<file path="config.mk">
export PLATFORM = sky130hd
export DESIGN_NAME = led_serial_frame_parser
export DESIGN_NICKNAME = d
export VERILOG_FILES = /design/src/rtl/lfp_pkg.sv /design/src/rtl/lfp_parse.sv /design/src/rtl/led_serial_frame_parser.sv
export SDC_FILE = /design/constraint.sdc
export NUM_CORES = 1
export LEC_CHECK = 0
export BUFFER_PORTS_ARGS = -buffer_cell sky130_fd_sc_hd__buf_2
export CAP_MARGIN = 5
export CORE_ASPECT_RATIO = 0.75
export CORE_MARGIN = 4
export CORE_UTILIZATION = 56
export CTS_BUF_LIST = sky130_fd_sc_hd__clkbuf_4 sky130_fd_sc_hd__clkbuf_8
export DETAILED_ROUTE_END_ITERATION = 10
export MAX_ROUTING_LAYER = met4
export PLACE_DENSITY_LB_ADDON = 0.05
export SLEW_MARGIN = 20
export SYNTH_ARGS = -nofsm -noshare
export SYNTH_HDL_FRONTEND = slang
export SYNTH_SLANG_ARGS = --single-unit
</file>
<file path="constraint.sdc">
create_clock -name clock -period 5.8 [get_ports clock]
set_input_delay 0.29 -clock clock [delete_from_list [all_inputs] [get_ports clock]]
set_output_delay 0.29 -clock clock [all_outputs]
set_load 0.01 [all_outputs]
</file>
<file path="src/rtl/lfp_pkg.sv">
`timescale 1ns / 1ps
`default_nettype none

package lfp_pkg;

   // result kinds
   localparam logic [1:0] KIND_HEADER   = 2'd0;
   localparam logic [1:0] KIND_PIXEL    = 2'd1;
   localparam logic [1:0] KIND_CHECKSUM = 2'd2;
   localparam logic [1:0] KIND_PREFIX   = 2'd3;

   // parser phases
   localparam logic [1:0] PH_PREFIX = 2'd0;
   localparam logic [1:0] PH_HEADER = 2'd1;
   localparam logic [1:0] PH_PIXELS = 2'd2;

   // color phases within one pixel
   localparam logic [1:0] CP_RED   = 2'd0;
   localparam logic [1:0] CP_GREEN = 2'd1;
   localparam logic [1:0] CP_BLUE  = 2'd2;

   localparam logic [4:0] PREFIX_LEN = 5'd6;
   localparam logic [4:0] HDR_LEN    = 5'd21;
   localparam logic [4:0] HDR_CHECK  = 5'd20;

   // header byte positions that carry settings
   localparam logic [4:0] HDR_COUNT_LO = 5'd1;
   localparam logic [4:0] HDR_COUNT_HI = 5'd2;
   localparam logic [4:0] HDR_BRIGHT   = 5'd3;
   localparam logic [4:0] HDR_EFFECT   = 5'd7;
   localparam logic [4:0] HDR_LDR_EN   = 5'd8;
   localparam logic [4:0] HDR_LDR_OFF  = 5'd9;
   localparam logic [4:0] HDR_LDR_INT  = 5'd10;
   localparam logic [4:0] HDR_LDR_ACT  = 5'd12;

   localparam logic [7:0]  CHK_SEED         = 8'h55;
   localparam logic [15:0] DEFAULT_LEDS     = 16'd100;
   localparam logic [7:0]  MAX_WRITE_EFFECT = 8'd6;
   localparam logic [7:0]  EFFECT_CLEAR     = 8'd100;
   localparam logic [7:0]  WEIGHT_RESET     = 8'd255;
   localparam logic [7:0]  BRIGHT_RESET     = 8'd255;

   // configuration registers
   localparam int CSR_DATA_W = 48;
   localparam logic CSR_PREFIX = 1'b0;
   localparam logic CSR_WEIGHT = 1'b1;

   typedef struct packed {
      logic [7:0] rx_byte;
      logic       sensor_reading;
   } req_type;

   typedef struct packed {
      logic [1:0]  kind;
      logic [15:0] led_index;
      logic [7:0]  red;
      logic [7:0]  green;
      logic [7:0]  blue;
      logic        pixel_write;
      logic        last_pixel;
      logic [15:0] led_count;
      logic        count_changed;
      logic [7:0]  frame_brightness;
      logic [7:0]  effect_code;
   } rsp_type;

   typedef struct packed {
      logic [47:0] frame_prefix;
      logic [7:0]  count_high_weight;
   } cfg_type;

endpackage

`default_nettype wire

</file>
<file path="src/rtl/lfp_parse.sv">
`timescale 1ns / 1ps
`default_nettype none

module lfp_parse import lfp_pkg::*; (
   input  wire logic    clock,
   input  wire logic    reset,
   input  wire cfg_type cfg,
   input  wire logic    step,
   input  wire req_type item,
   output logic         res_valid,
   output rsp_type      res
);

   logic [1:0]  phase_ff, phase_in;
   logic [4:0]  byte_count_ff, byte_count_in;
   logic [47:0] prefix_shift_ff, prefix_shift_in;
   logic [7:0]  xor_ff, xor_in;
   logic [15:0] pixel_count_ff, pixel_count_in;
   logic [1:0]  color_phase_ff, color_phase_in;
   logic [15:0] rg_ff, rg_in;
   logic [15:0] stored_count_ff, stored_count_in;
   logic [7:0]  effect_ff, effect_in;
   logic [7:0]  bright_ff, bright_in;
   logic [2:0]  ldr_ff, ldr_in;

   // header fields kept for the accept step
   logic [7:0]  cnt_lo_ff, cnt_lo_in;
   logic [7:0]  cnt_hi_ff, cnt_hi_in;
   logic [7:0]  hdr_bright_ff, hdr_bright_in;
   logic [7:0]  hdr_effect_ff, hdr_effect_in;
   logic        hdr_en_ff, hdr_en_in;
   logic        hdr_off_ff, hdr_off_in;
   logic        hdr_int_ff, hdr_int_in;
   logic        hdr_act_ff, hdr_act_in;

   logic [7:0]  b;
   logic [4:0]  k;
   logic [7:0]  xor_base;
   logic [4:0]  pre_base;
   logic [47:0] shift_base;
   logic [47:0] shift_new;
   logic [4:0]  pre_next;
   logic [15:0] prod;
   logic [15:0] new_count;
   logic        last;
   logic        produced;

   assign b    = item.rx_byte;
   assign prod = 16'(cfg.count_high_weight) * 16'(cnt_hi_ff);
   assign new_count = prod + 16'(cnt_lo_ff) + 16'd1;
   assign last = (pixel_count_ff + 16'd1) == stored_count_ff;

   always_comb begin
      phase_in        = phase_ff;
      byte_count_in   = byte_count_ff;
      prefix_shift_in = prefix_shift_ff;
      xor_in          = xor_ff;
      pixel_count_in  = pixel_count_ff;
      color_phase_in  = color_phase_ff;
      rg_in           = rg_ff;
      stored_count_in = stored_count_ff;
      effect_in       = effect_ff;
      bright_in       = bright_ff;
      ldr_in          = ldr_ff;
      cnt_lo_in       = cnt_lo_ff;
      cnt_hi_in       = cnt_hi_ff;
      hdr_bright_in   = hdr_bright_ff;
      hdr_effect_in   = hdr_effect_ff;
      hdr_en_in       = hdr_en_ff;
      hdr_off_in      = hdr_off_ff;
      hdr_int_in      = hdr_int_ff;
      hdr_act_in      = hdr_act_ff;
      produced        = 1'b0;
      res             = '0;

      k          = (byte_count_ff < HDR_LEN) ? byte_count_ff : 5'd0;
      xor_base   = (k == 5'd0) ? CHK_SEED : xor_ff;
      pre_base   = (phase_ff != PH_PREFIX || byte_count_ff >= PREFIX_LEN) ?
                   5'd0 : byte_count_ff;
      shift_base = (pre_base == 5'd0) ? 48'd0 : prefix_shift_ff;
      shift_new  = {shift_base[39:0], b};
      pre_next   = pre_base + 5'd1;

      case (phase_ff)
         PH_HEADER: begin
            if (k < HDR_CHECK) begin
               xor_in        = xor_base ^ b;
               byte_count_in = k + 5'd1;
               case (k)
                  HDR_COUNT_LO: cnt_lo_in     = b;
                  HDR_COUNT_HI: cnt_hi_in     = b;
                  HDR_BRIGHT:   hdr_bright_in = b;
                  HDR_EFFECT:   hdr_effect_in = b;
                  HDR_LDR_EN:   hdr_en_in     = (b == 8'd1);
                  HDR_LDR_OFF:  hdr_off_in    = (b == 8'd1);
                  HDR_LDR_INT:  hdr_int_in    = (b != 8'd0);
                  HDR_LDR_ACT:  hdr_act_in    = b inside {8'd2, 8'd3, 8'd4};
                  default: ;
               endcase
            end else if (b != xor_base) begin
               phase_in        = PH_PREFIX;
               byte_count_in   = 5'd0;
               prefix_shift_in = 48'd0;
               produced        = 1'b1;
               res.kind        = KIND_CHECKSUM;
            end else begin
               if (!ldr_ff[0]) bright_in = hdr_bright_ff;
               if (hdr_act_ff) ldr_in = {hdr_int_ff, hdr_off_ff, hdr_en_ff};
               stored_count_in = new_count;
               if (hdr_effect_ff != 8'd0 && hdr_effect_ff != effect_ff)
                  effect_in = (hdr_effect_ff == EFFECT_CLEAR) ? 8'd0 : hdr_effect_ff;
               phase_in       = PH_PIXELS;
               pixel_count_in = 16'd0;
               color_phase_in = CP_RED;
               produced       = 1'b1;
               res.kind             = KIND_HEADER;
               res.led_count        = new_count;
               res.count_changed    = new_count != stored_count_ff;
               res.frame_brightness = bright_in;
               res.effect_code      = effect_in;
            end
         end
         PH_PIXELS: begin
            case (color_phase_ff)
               CP_RED: begin
                  rg_in[15:8]    = b;
                  color_phase_in = CP_GREEN;
               end
               CP_GREEN: begin
                  rg_in[7:0]     = b;
                  color_phase_in = CP_BLUE;
               end
               default: begin
                  produced             = 1'b1;
                  res.kind             = KIND_PIXEL;
                  res.led_index        = pixel_count_ff;
                  if (!(item.sensor_reading && ldr_ff == 3'b111)) begin
                     res.red   = rg_ff[15:8];
                     res.green = rg_ff[7:0];
                     res.blue  = b;
                  end
                  res.pixel_write      = effect_ff <= MAX_WRITE_EFFECT;
                  res.last_pixel       = last;
                  res.led_count        = stored_count_ff;
                  res.frame_brightness = bright_ff;
                  res.effect_code      = effect_ff;
                  color_phase_in       = CP_RED;
                  pixel_count_in       = pixel_count_ff + 16'd1;
                  if (last) begin
                     phase_in        = PH_PREFIX;
                     byte_count_in   = 5'd0;
                     prefix_shift_in = 48'd0;
                  end
               end
            endcase
         end
         default: begin
            // prefix collection, also taken for the unused phase code
            phase_in        = PH_PREFIX;
            prefix_shift_in = shift_new;
            byte_count_in   = pre_next;
            if (pre_next >= PREFIX_LEN) begin
               if (shift_new != cfg.frame_prefix) begin
                  byte_count_in   = 5'd0;
                  prefix_shift_in = 48'd0;
                  produced        = 1'b1;
                  res.kind        = KIND_PREFIX;
               end else begin
                  phase_in      = PH_HEADER;
                  byte_count_in = 5'd0;
                  xor_in        = CHK_SEED;
               end
            end
         end
      endcase
   end

   assign res_valid = step && produced;

   always_ff @(posedge clock) begin
      if (reset) begin
         phase_ff        <= PH_PREFIX;
         byte_count_ff   <= 5'd0;
         xor_ff          <= CHK_SEED;
         color_phase_ff  <= CP_RED;
         stored_count_ff <= DEFAULT_LEDS;
         effect_ff       <= 8'd0;
         bright_ff       <= BRIGHT_RESET;
         ldr_ff          <= 3'b000;
      end else if (step) begin
         phase_ff        <= phase_in;
         byte_count_ff   <= byte_count_in;
         xor_ff          <= xor_in;
         color_phase_ff  <= color_phase_in;
         stored_count_ff <= stored_count_in;
         effect_ff       <= effect_in;
         bright_ff       <= bright_in;
         ldr_ff          <= ldr_in;
      end
   end

   always_ff @(posedge clock) begin
      if (step) begin
         prefix_shift_ff <= prefix_shift_in;
         pixel_count_ff  <= pixel_count_in;
         rg_ff           <= rg_in;
         cnt_lo_ff       <= cnt_lo_in;
         cnt_hi_ff       <= cnt_hi_in;
         hdr_bright_ff   <= hdr_bright_in;
         hdr_effect_ff   <= hdr_effect_in;
         hdr_en_ff       <= hdr_en_in;
         hdr_off_ff      <= hdr_off_in;
         hdr_int_ff      <= hdr_int_in;
         hdr_act_ff      <= hdr_act_in;
      end
   end

   a_pixel_in_range: assert property (@(posedge clock) disable iff (reset)
      res_valid && res.kind == KIND_PIXEL |-> res.led_index < res.led_count)
      else $error("pixel index beyond led count");

   a_header_enters_pixels: assert property (@(posedge clock) disable iff (reset)
      res_valid && res.kind == KIND_HEADER |=>
         phase_ff == PH_PIXELS && color_phase_ff == CP_RED && pixel_count_ff == 16'd0)
      else $error("accepted header did not start pixel stream");

   a_error_restarts: assert property (@(posedge clock) disable iff (reset)
      res_valid && (res.kind == KIND_CHECKSUM || res.kind == KIND_PREFIX) |=>
         phase_ff == PH_PREFIX && byte_count_ff == 5'd0)
      else $error("error did not restart prefix collection");

   a_last_restarts: assert property (@(posedge clock) disable iff (reset)
      res_valid && res.kind == KIND_PIXEL && res.last_pixel |=>
         phase_ff == PH_PREFIX && byte_count_ff == 5'd0)
      else $error("last pixel did not restart prefix collection");

endmodule

`default_nettype wire

</file>
<file path="src/rtl/led_serial_frame_parser.sv">
`timescale 1ns / 1ps
`default_nettype none

// channel   ports                          direction  contents
// req       req_valid/req_ready/req_payload  in       one received byte, sensor flag
// rsp       rsp_valid/rsp_ready/rsp_payload  out      header, pixel or error result
// csr       csr_we/csr_index/csr_wdata       in       prefix and count weight writes
//
// one request per cycle sustained while rsp is not stalled; a result is presented on rsp
// after its request passes the input register, the parse logic, then the result register.
// reset is synchronous: parser goes to prefix collection with default settings.
// a stalled result holds in the result register while one more request is taken
// into the input register; the request side then stalls until rsp_ready.

module led_serial_frame_parser import lfp_pkg::*; (
   input  wire logic                  clock,
   input  wire logic                  reset,
   input  wire logic                  req_valid,
   output logic                       req_ready,
   input  wire req_type               req_payload,
   output logic                       rsp_valid,
   input  wire logic                  rsp_ready,
   output rsp_type                    rsp_payload,
   input  wire logic                  csr_we,
   input  wire logic                  csr_index,
   input  wire logic [CSR_DATA_W-1:0] csr_wdata
);

   logic        in_valid_ff;
   req_type     in_ff;
   logic        out_valid_ff, out_valid_in;
   rsp_type     out_ff;
   logic [47:0] prefix_ff;
   logic [7:0]  weight_ff;
   cfg_type     cfg;
   logic        step;
   logic        res_valid;
   rsp_type     res;

   assign step      = in_valid_ff && (!out_valid_ff || rsp_ready);
   assign req_ready = !in_valid_ff || step;
   assign cfg       = '{frame_prefix: prefix_ff, count_high_weight: weight_ff};

   always_ff @(posedge clock) begin
      if (reset) begin
         prefix_ff <= 48'd0;
         weight_ff <= WEIGHT_RESET;
      end else if (csr_we) begin
         case (csr_index)
            CSR_PREFIX: prefix_ff <= csr_wdata[47:0];
            CSR_WEIGHT: weight_ff <= csr_wdata[7:0];
            default: ;
         endcase
      end
   end

   always_ff @(posedge clock) begin
      if (reset) begin
         in_valid_ff <= 1'b0;
      end else if (req_ready) begin
         in_valid_ff <= req_valid;
      end
   end

   always_ff @(posedge clock) begin
      if (req_ready && req_valid) begin
         in_ff <= req_payload;
      end
   end

   lfp_parse u_parse (
      .clock     (clock),
      .reset     (reset),
      .cfg       (cfg),
      .step      (step),
      .item      (in_ff),
      .res_valid (res_valid),
      .res       (res)
   );

   always_comb begin
      if (step) begin
         out_valid_in = res_valid;
      end else begin
         out_valid_in = out_valid_ff && !rsp_ready;
      end
   end

   always_ff @(posedge clock) begin
      if (reset) begin
         out_valid_ff <= 1'b0;
      end else begin
         out_valid_ff <= out_valid_in;
      end
   end

   always_ff @(posedge clock) begin
      if (step && res_valid) begin
         out_ff <= res;
      end
   end

   assign rsp_valid   = out_valid_ff;
   assign rsp_payload = out_ff;

endmodule

`default_nettype wire
</file>
==> results_dict.tcl <==
set metrics [dict create \
    pwr-share-comb 0.223 \
    rows 54 \
    critical-path-top-delay-family "adder cells" \
    antenna_found_initial 1 \
    cp-end-kind "flip-flop" \
    setup_tns_ns 0 \
    cts.path.max_buffers 3 \
    fmax_mhz 187.2 \
    ys.flop_type "edfxtp_1" \
    ys_seq_area_frac 0.4863 \
    crit_required_ns 6.24 \
    cts_tree "done" \
    async_reset_ff_frac 0 \
    fp.dieH_um 156.7 \
    syn_nets 1761 \
    drv_cap 0 \
    cp_max_fo 9 \
    setup_violations 0 \
    arrival_ns 5.78 \
    synthTopCellsByArea "edfxtp_1, dfxtp_1, fa_1, nand2_1, ha_1" \
    core_area_um2 29050 \
    fin_crit_ns 5.342 \
    gp_congestion 0.9901 \
    port_buffers 141 \
    cts_buffers 47 \
    p_int_mw 3.751 \
    swShare 0.3055 \
    wl_per_cell_um 20.28 \
    synthCells 1605 \
    synth.largest_area_cell "edfxtp_1" \
    cp_slowest_stage_delay_ns 0.55 \
    worstMarginPinSlew_ns 1.053 \
    path_clk_slew_ns 0.06 \
    drt-initial-drc-count 1154 \
    synth-seq-cells 304 \
    startpoint_type "flip-flop" \
    slowest_stage "fa_1" \
    syn-cell-area_um2 16510 \
    p_sw_mw 1.650 \
    power_frac_clock 0.334 \
    numClockSinks 304 \
    num_vias 12928 \
    post_cts_buffers 0 \
    cts-root-buf "clkbuf_8" \
    clock_skew_ns 0.02860 \
    critPathKind "flip-flop to flip-flop" \
    seq_power_share 0.443 \
    dp_hpwl_mm 31.91 \
    grt_pass1_vias 11983 \
    rsz0062_at_grt "false" \
    layout-drive-gt1-share 0.1487 \
    synth_edf_count 194 \
    via_per_inst 5.834 \
    grt_pass1_wl_mm 69.03 \
    fin_util 0.6543 \
    drc 0 \
    hp-class "input pin to flip-flop" \
    crit_chain "nand2_1 > fa_1 > fa_1 > inv_1 > fa_1 > inv_1 > fa_1 > inv_1 > ha_1 > nor3_1 > o21ai_0 > a211oi_1 > o21bai_1 > or3_1 > and4_1 > and3_1 > a31oi_1" \
    firstDrtPassIters 5 \
    path_buf_inv 3 \
    drv_slew 0 \
    cellPowerDensity_nw_per_um2 284.2 \
    synth.cells.most_frequent "nand2_1, edfxtp_1, dfxtp_1" \
    cts_resized 0 \
    grt_usage 0.2843 \
    drt-total-wl_mm 44.94 \
    power_leakage_nw 7.297 \
    multiInputGateArea_um2 7800 \
    io_pins 142 \
    yosys_warnings 0 \
    die_w_um 206.3 \
    clk_latency_ns 0.60 \
    slew_headroom 0.2964 \
    fill_cells 2395 \
    grt_max_degree 56 \
    yosysMostFrequentCell "nand2_1" \
    synth.top_cell.area_share 0.3529 \
    regArea_um2 8028 \
    die_area_um2 32320 \
    start_util 0.5682 \
    hold_violations 0 \
    grt_overflow 0 \
    final_antenna_net_count 0 \
    fin_nets 1940 \
    status "finished, final reports clean" \
    syn_avg_cell_area_um2 10.29 \
    ys_types 84 \
    irDropWorstVdd_v 0.0001720 \
    syn_to_final_growth_pct 15.15 \
    cpMostUsedCell "fa_1" \
    htree_num_levels 2 \
    period_share 0.9210 \
]
-- state kept, by name, indices dropped and copies added, names as in the netlist, 2 cells and up --
name	cells
in_ff	9
prefix_ff	48
rsp_payload	77
u_parse.bright_ff	8
u_parse.byte_count_ff	5
u_parse.cnt_hi_ff	8
u_parse.cnt_lo_ff	8
u_parse.color_phase_ff	2
u_parse.effect_ff	8
u_parse.hdr_bright_ff	8
u_parse.hdr_effect_ff	8
u_parse.ldr_ff	3
u_parse.phase_ff	2
u_parse.pixel_count_ff	16
u_parse.prefix_shift_ff	40
u_parse.rg_ff	16
u_parse.stored_count_ff	16
u_parse.xor_ff	8
weight_ff	8
-- path summary, 6_finish.rpt --
check / from / end / slack, ns / cells past startpoint
max reg2reg: weight_ff[4] / rsp_payload[16] / 0.46 / 17
min: csr_we / weight_ff[3] / 0.12 / 3
max: weight_ff[4] / rsp_payload[16] / 0.46 / 17
min reg2reg: u_parse.ldr_ff[1] / u_parse.ldr_ff[1] / 0.46 / 2
-- repair_timing --
item	in CTS	in global routing
endpoints found under the hold margin	61	0
hold buffers	58	0
setup endpoints to repair	0	0
-- area by class of cell --
class,instances,share of cell area
Clock inverter,13,0.003818
Timing Repair Buffer,213,0.07332
Inverter,94,0.01856
Antenna cell,1,0.0001316
Sequential cell,304,0.4223
Clock buffer,75,0.04574
Multi-Input combinational cell,1124,0.4103
Tap cell,392,0.02580
-- power groups by stage --
stage	clock, mW	sequential (mW)	combinational (mW)
2_1_floorplan	0	2.40	0.817
3_3_place_gp	0	2.43	1.12
3_5_place_dp	0	2.44	1.13
4_1_cts	1.84	2.39	1.17
5_1_grt	1.94	2.39	1.32
6_report	1.80	2.39	1.21
-- kinds of logic (layout without fill, tap and decap cells) --
family,Yosys count,after routing,synth area share
other cells,0,1,0
buf+inv,177,395,0.04328
xor+xnor,86,86,0.04563
fa+ha+maj,93,93,0.09050
compound gates,285,285,0.1225
simple gates,646,646,0.2034
mux,14,14,0.008488
flops,304,304,0.4863
-- worst register-to-register path, stage by stage, from the launching register on --
cell,delay [ns]
dfxtp_1,0.53
nand2_1,0.13
fa_1,0.50
fa_1,0.55
inv_1,0.05
fa_1,0.47
inv_1,0.05
fa_1,0.48
inv_1,0.05
ha_1,0.28
nor3_1,0.47
o21ai_0,0.21
a211oi_1,0.40
o21bai_1,0.16
or3_1,0.35
and4_1,0.18
and3_1,0.18
a31oi_1,0.15
-- metal layers --
layer	vias to the layer above	track usage	part of all wire
met1	6277	0.4233	0.46
met5	-	-	0
met3	72	0.06339	0.093
met4	0	0.06143	0.018
li1	6071	-	-
met2	508	0.4008	0.43
-- cells in the final DEF (no fill, tap or decap), types with 7 or more instances in the layout --
master         instances
a211o_1               12
a211oi_1              18
a21oi_1               77
a22o_1                21
a31oi_1               10
and2_1                89
and3_1                56
buf_2                140
buf_4                 15
clkbuf_4              26
clkbuf_8              49
dfxtp_1              110
dlygate4sd3_1         58
edfxtp_1             194
fa_1                  44
ha_1                  49
inv_1                 93
mux2i_1               14
nand2_1              199
nand2b_1              15
nand3_1               51
nand4_1               10
nor2_1                88
nor2b_1               25
nor3_1                34
nor4_1                20
nor4bb_1               8
o21a_1                19
o21ai_0               40
o22ai_1                8
o311ai_0               7
o31ai_1                9
or2_2                  8
or3_1                  7
xnor2_1               50
xor2_1                36
-- per-stage QoR --
stage | cell area [µm²] | power, mW | std cells | hold WS [ns] | setup slack, ns
after floorplan | 16510 | 3.220 | 1605 | 0.3889 | 0.9378
after global placement | 17480 | 3.556 | 2069 | 0.4449 | 0.6790
after detailed placement | 17480 | 3.567 | 2069 | 0.4471 | 0.5854
after CTS | 19010 | 5.397 | 2215 | 0.08602 | 0.5638
after global routing | 19010 | 5.651 | 2216 | 0.1021 | 0.1775
final | 19010 | 5.402 | 2216 | 0.1200 | 0.4581
No activity file was read; power rests on OpenSTA's default activity.
